File: src/bqf_pkg.sv
// Shared types and constants for the multichannel biquad filter unit.
// No dependencies; every other source file imports this package.
package bqf_pkg;

  localparam int MAX_CHANNELS   = 8;
  localparam int SAMPLE_BITS    = 24;
  localparam int COEF_FRAC_BITS = 28;
  localparam int COEF_BITS      = 32;
  localparam int CH_BITS        = 3;
  localparam int CNT_BITS       = 4;
  localparam int CFG_IDX_BITS   = 3;
  localparam int HIST_AW        = $clog2(MAX_CHANNELS);

  // Product and exact five-term sum widths
  localparam int PROD_W = COEF_BITS + SAMPLE_BITS;
  localparam int ACC_W  = PROD_W + 3;
  localparam int RES_W  = ACC_W - COEF_FRAC_BITS;

  localparam logic signed [SAMPLE_BITS-1:0] SAMPLE_MAX = {1'b0, {(SAMPLE_BITS-1){1'b1}}};
  localparam logic signed [SAMPLE_BITS-1:0] SAMPLE_MIN = {1'b1, {(SAMPLE_BITS-1){1'b0}}};

  localparam logic signed [ACC_W-1:0] ROUND_HALF =
    {{(ACC_W-COEF_FRAC_BITS){1'b0}}, 1'b1, {(COEF_FRAC_BITS-1){1'b0}}};

  localparam logic signed [COEF_BITS-1:0] COEF_ONE =
    {{(COEF_BITS-COEF_FRAC_BITS-1){1'b0}}, 1'b1, {COEF_FRAC_BITS{1'b0}}};
  localparam logic [CNT_BITS-1:0] CHAN_RESET = CNT_BITS'(2);

  typedef enum logic [CFG_IDX_BITS-1:0] {
    REG_CHANNELS = 3'd0,
    REG_B0       = 3'd1,
    REG_B1       = 3'd2,
    REG_B2       = 3'd3,
    REG_A1       = 3'd4,
    REG_A2       = 3'd5
  } cfg_reg_t;

  typedef logic signed [SAMPLE_BITS-1:0] sample_t;
  typedef logic signed [COEF_BITS-1:0]   coef_word_t;

  typedef struct packed {
    sample_t x1;
    sample_t x2;
    sample_t y1;
    sample_t y2;
  } hist_t;

  typedef struct packed {
    coef_word_t b0;
    coef_word_t b1;
    coef_word_t b2;
    coef_word_t a1;
    coef_word_t a2;
  } coef_t;

  typedef struct packed {
    logic               shift;
    logic [HIST_AW-1:0] ch;
    sample_t            x_new;
    sample_t            y_new;
  } hist_wr_t;

endpackage

File: src/bqf_history.sv
// Per-channel filter history (x1, x2, y1, y2) held in flip-flops.
// Depends on bqf_pkg.
module bqf_history
  import bqf_pkg::*;
(
  input  logic               clk,
  input  logic               rst,
  input  logic               clear,
  input  logic [HIST_AW-1:0] rd_ch,
  input  hist_wr_t           wr,
  output hist_t              rd
);

  hist_t entry [MAX_CHANNELS];

  assign rd = entry[rd_ch];

  always_ff @(posedge clk) begin
    if (rst || clear) begin
      for (int i = 0; i < MAX_CHANNELS; i++) begin
        entry[i] <= '0;
      end
    end else if (wr.shift) begin
      // shift the delay line of one channel
      entry[wr.ch].x2 <= entry[wr.ch].x1;
      entry[wr.ch].x1 <= wr.x_new;
      entry[wr.ch].y2 <= entry[wr.ch].y1;
      entry[wr.ch].y1 <= wr.y_new;
    end
  end

endmodule

File: config.mk
export PLATFORM = sky130hd
export DESIGN_NAME = bqf_history
export DESIGN_NICKNAME = d
export VERILOG_FILES = /design/src/bqf_pkg.sv /design/src/bqf_history.sv
export SDC_FILE = /design/constraint.sdc
export NUM_CORES = 1
export LEC_CHECK = 0
export ABC_AREA = 1
export BUFFER_PORTS_ARGS = -buffer_cell sky130_fd_sc_hd__buf_2
export CAP_MARGIN = 25
export CORE_AREA = 2 2 269 271
export CTS_BUF_LIST = sky130_fd_sc_hd__clkbuf_8 sky130_fd_sc_hd__clkbuf_16
export DETAILED_ROUTE_END_ITERATION = 8
export DIE_AREA = 0 0 271 273
export GPL_TIMING_DRIVEN = 0
export HOLD_SLACK_MARGIN = 0.06
export PLACE_DENSITY = 0.74
export SYNTH_ARGS = -nofsm -noshare
export SYNTH_HDL_FRONTEND = slang
export SYNTH_SLANG_ARGS = --single-unit
File: constraint.sdc
create_clock -name clk -period 4.2 [get_ports clk]
set_input_delay 1.05 -clock clk [delete_from_list [all_inputs] [get_ports clk]]
set_output_delay 1.05 -clock clk [all_outputs]
set_load 0.03 [all_outputs]
After elaboration in Yosys (flattened, before gate mapping)
Memories as Yosys holds them, arrays and structs flattened.
Cells that the tools add are included.
Word-level totals
  word-level logic and storage cells: 11
  bits of input ports: 58
  bits in registers: 0
  output and inout bits: 96
  memories: 1
  memory bits (writable): 768
Cells by class
  reduce and logical (&&, ||, !) cells: 2
  multiplexer cells: 8
Memory list
  entry: words 8, width 96, read ports 2, clocked after memory_dff 0, wr ports 8, RTL line bqf_history.sv:14  | hist_t entry [MAX_CHANNELS];
Operators by type and width (count)
  96-bit 2-to-1 mux: 1
  96-bit OR reduction: 1
  1-bit 2-to-1 mux: 6
  3-bit 2-to-1 mux: 1
  1-bit logical OR: 1

Longest topological paths before layout
  depth after elaboration: 5
  gate-level depth with buffers: 10
  gate-level depth less buffers: 7

Worst setup path after synthesis
OpenSTA, ideal clock, no wires.
  path type: input-to-reg
  from: input clear
  to: memory entry[4][0] (netlist name), enable pin
  arrival: 3991 ps
  stages on the path: 7
  required time: 3742 ps
  path slack: -248 ps
  path buffers: 2
  setup time: 458 ps
  cells stage by stage: nor2_4 nand2_2 nor2_4 nand2_2 buf_2 buf_2 nand2_1
RTL lines
  start: declaration: RTL line bqf_history.sv:8  | input logic clear,
  end: declaration: RTL line bqf_history.sv:14

==> metrics.md <==
| Metric | Value |
|---|---|
| Post-CTS Hold Buffers | `0` |
| Max reg flops | `768` |
| Chip Height | `273 um` |
| Startpoint types | `primary input` |
| Final instance area | `0.0434 mm2` |
| Worst path max stage delay | `580 ps` |
| Final setup viols | `3` |
| Post-placement cell count | `5702` |
| Rel. slew slack | `18.4%` |
| CTS Buffer Depth | `3` |
| IR drop worst, VDD | `298 uV` |
| Number of global-route vias before repair | `31700` |
| Syn Area/Cell | `8.42 um2` |
| Synth warn | `0` |
| Boundary Pins | `154` |
| Per-cell routed wire length | `21.7 um` |
| First-pass GRT wire length | `186000 um` |
| HPWL after DPL | `84200 um` |
| Post-layout worst setup margin | `-15.8 ps` |
| Sequential power share | `48.8%` |
| Critical Path RT | `3150 ps` |
| Worst-path fanout max | `10` |
| CTS tree | `yes` |
| LEAKAGE | `19.9 nW` |
| Sum Neg Setup Slack | `-35.7 ps` |
| Htree depth | `3` |
| Mapped Nets | `4651` |
| Synth area leaders | `edfxtp_1, nand2_1, nor2_1, nand3_1, inv_1` |
| Pint | `13.4 mW` |
| Ant. Diodes | `0` |
| Largest Register | `entry` |
| Hold WS | `820 ps` |
| Finished Core Util | `61.2%` |
| F_max | `237 MHz` |
| Initial antenna violation count | `2` |
| Pwr dens | `420 mW/mm2` |
| Yosys reg bits | `768` |
| Clock Skew | `19.5 ps` |
| Synth area leader | `edfxtp_1` |
| Overall Power | `18.3 mW` |
| Clk network pwr share | `38.5%` |
| Yosys cell types | `17` |
| Core Area | `0.0710 mm2` |
| Worst slack, placed | `-307 ps` |
| CP cell instances | `buf_2 > clkbuf_2 > clkbuf_1 > nand3_1 > o21ai_0 > nand2_1 > nand2_1 > buf_2` |
| Global route overflow | `0` |
| Regs by FF count | `entry (768)` |
| Area of the die | `0.0740 mm2` |
| Post-place instance area | `0.0409 mm2` |
| Pin count of the biggest net entering global routing | `62` |
| Failing checks | `negative setup slack` |
| Count leader, synth | `nand2_1` |
| Dominant synthesized flop cell | `edfxtp_1` |
| Seq/Total Area, Yosys | `59.7%` |
| RSZ-0062 raised after global routing | `no` |
| EDFF count, synth | `768` |
| Overall routing resource usage | `33.9%` |
| Max stage delay cell, worst path | `clkbuf_1` |
| Max-slew violation count | `0` |
| Max cap viols | `0` |
| Run status | `finished with violations` |
| Initial Util | `54.4%` |
| Port bufs | `150` |
| Latest clock arrival within the worst-skew pair | `650 ps` |
| GP Congestion | `0.938` |
| Net Sw Power | `4.90 mW` |
| Rows | `98` |
| Via-per-instance ratio | `5.65` |
| DR vias | `33000` |
| DR pass1 iterations | `9` |
| Area growth, synth to finish | `12.4%` |
| Commonest cells post-synth | `nand2_1, nor2_1, edfxtp_1` |
| Crit path kind | `in2out` |
| Fillers | `5958` |
| Initial DRC Count | `4691` |
| Clock Sinks | `768` |
| Number of buffers created by CTS | `79` |
| Final hold vios | `0` |
| CP Capture Type | `output port` |
| Combinational power share | `12.7%` |
| Switch share | `26.9%` |
| Final worst-path cycle share | `100%` |
| Actual slew at the worst max-slew pin | `1220 ps` |
| Setup Fix Bufs, Post-CTS | `0` |
| Share of cells above drive strength 1 | `10.1%` |
| Worst hold path class | `in2reg` |
| Yosys top cell area share | `59.7%` |
| Final non-filler cell total | `5842` |
| Post-route ant nets | `0` |
| CTS clk-pin slew, worst paths | `60 ps` |
| Root Driver | `clkbuf_16` |
| Fin nets | `4891` |
| Period minus WS final | `4220 ps` |
| Worst EP arrival | `3170 ps` |
| Post-route DRC | `0` |
| Cell area after synthesis | `0.0387 mm2` |
| Die width | `271 um` |
| Cells after Synth | `4593` |
| Post-synth ARST share | `0%` |
| Final wirelength | `127000 um` |
==> layer usage <==
layer / track usage (%) / part of all wire, % / vias to the layer above
li1: - / - / 15000
met1: 42.7 / 35 / 15200
met2: 54.1 / 45 / 2311
met3: 7.85 / 14 / 463
met4: 19.2 / 5.8 / 0
met5: 0 / 0 / -
==> power by group through the flow <==
stage	combinational, mW	sequential [mW]	clock (mW)
2_1_floorplan	1.41	9.07	0
4_1_cts	2.24	8.91	6.98
5_1_grt	2.47	8.94	7.29
3_5_place_dp	2.23	9.07	0
3_3_place_gp	2.17	9.12	0
6_report	2.31	8.91	7.03
==> final timing paths <==
path                         startpoint                         end  slack, ps  cells past startpoint
max                            rd_ch[1]                      rd[73]        -20                      8
min reg2reg  entry[7][40]$_SDFFCE_PN0P_  entry[0][16]$_SDFFCE_PN0P_        860                      6
max reg2reg  entry[1][94]$_SDFFCE_PN0P_  entry[2][70]$_SDFFCE_PN0P_       2650                      6
min                               wr[7]  entry[5][31]$_SDFFCE_PN0P_        820                      3
==> what timing repair did <==
action | in CTS | in global routing
endpoints found under the setup margin | 61 | 34
gates resized for setup | 5 | 12
cloned | 0 | 0
==> layout by cell type (no fill, tap or decap), drive strengths merged, types with 8 or more instances in the layout <==
master     n
inv      461
clkinv    26
nand2   1506
nand3    336
clkbuf   205
edfxtp   768
bufinv     8
buf      326
nor2     966
o21ai    288
==> area by class of cell <==
cell class                 count  area [um2]  share of cell area [%]
clock buffer                  82        2050                    4.72
timing repair buffer         159         986                    2.27
tap                          950        1190                    2.74
multi-input combinational   3096       12600                    29.1
clock inverter                58         479                    1.10
inverter                     439        1650                    3.80
sequential                   768       23100                    53.1
buffer                       290        1390                    3.19
==> cell families (layout without fill, tap and decap cells) <==
logic type             Yosys count  in the layout  share of synthesized area, %
AOI/OAI and AO/OA              288            288                          3.73
buffers and inverters          729           1028                          7.82
DFF                            768            768                          59.7
and+or+nand+nor               2808           2808                          28.8
==> critical path, delay by kind of cell <==
family	cells	cell delay, ps
AOI/OAI and AO/OA	1	160
buffers and inverters	4	1490
and+or+nand+nor	3	450
Note: power is estimated with default switching activity, not from simulation.
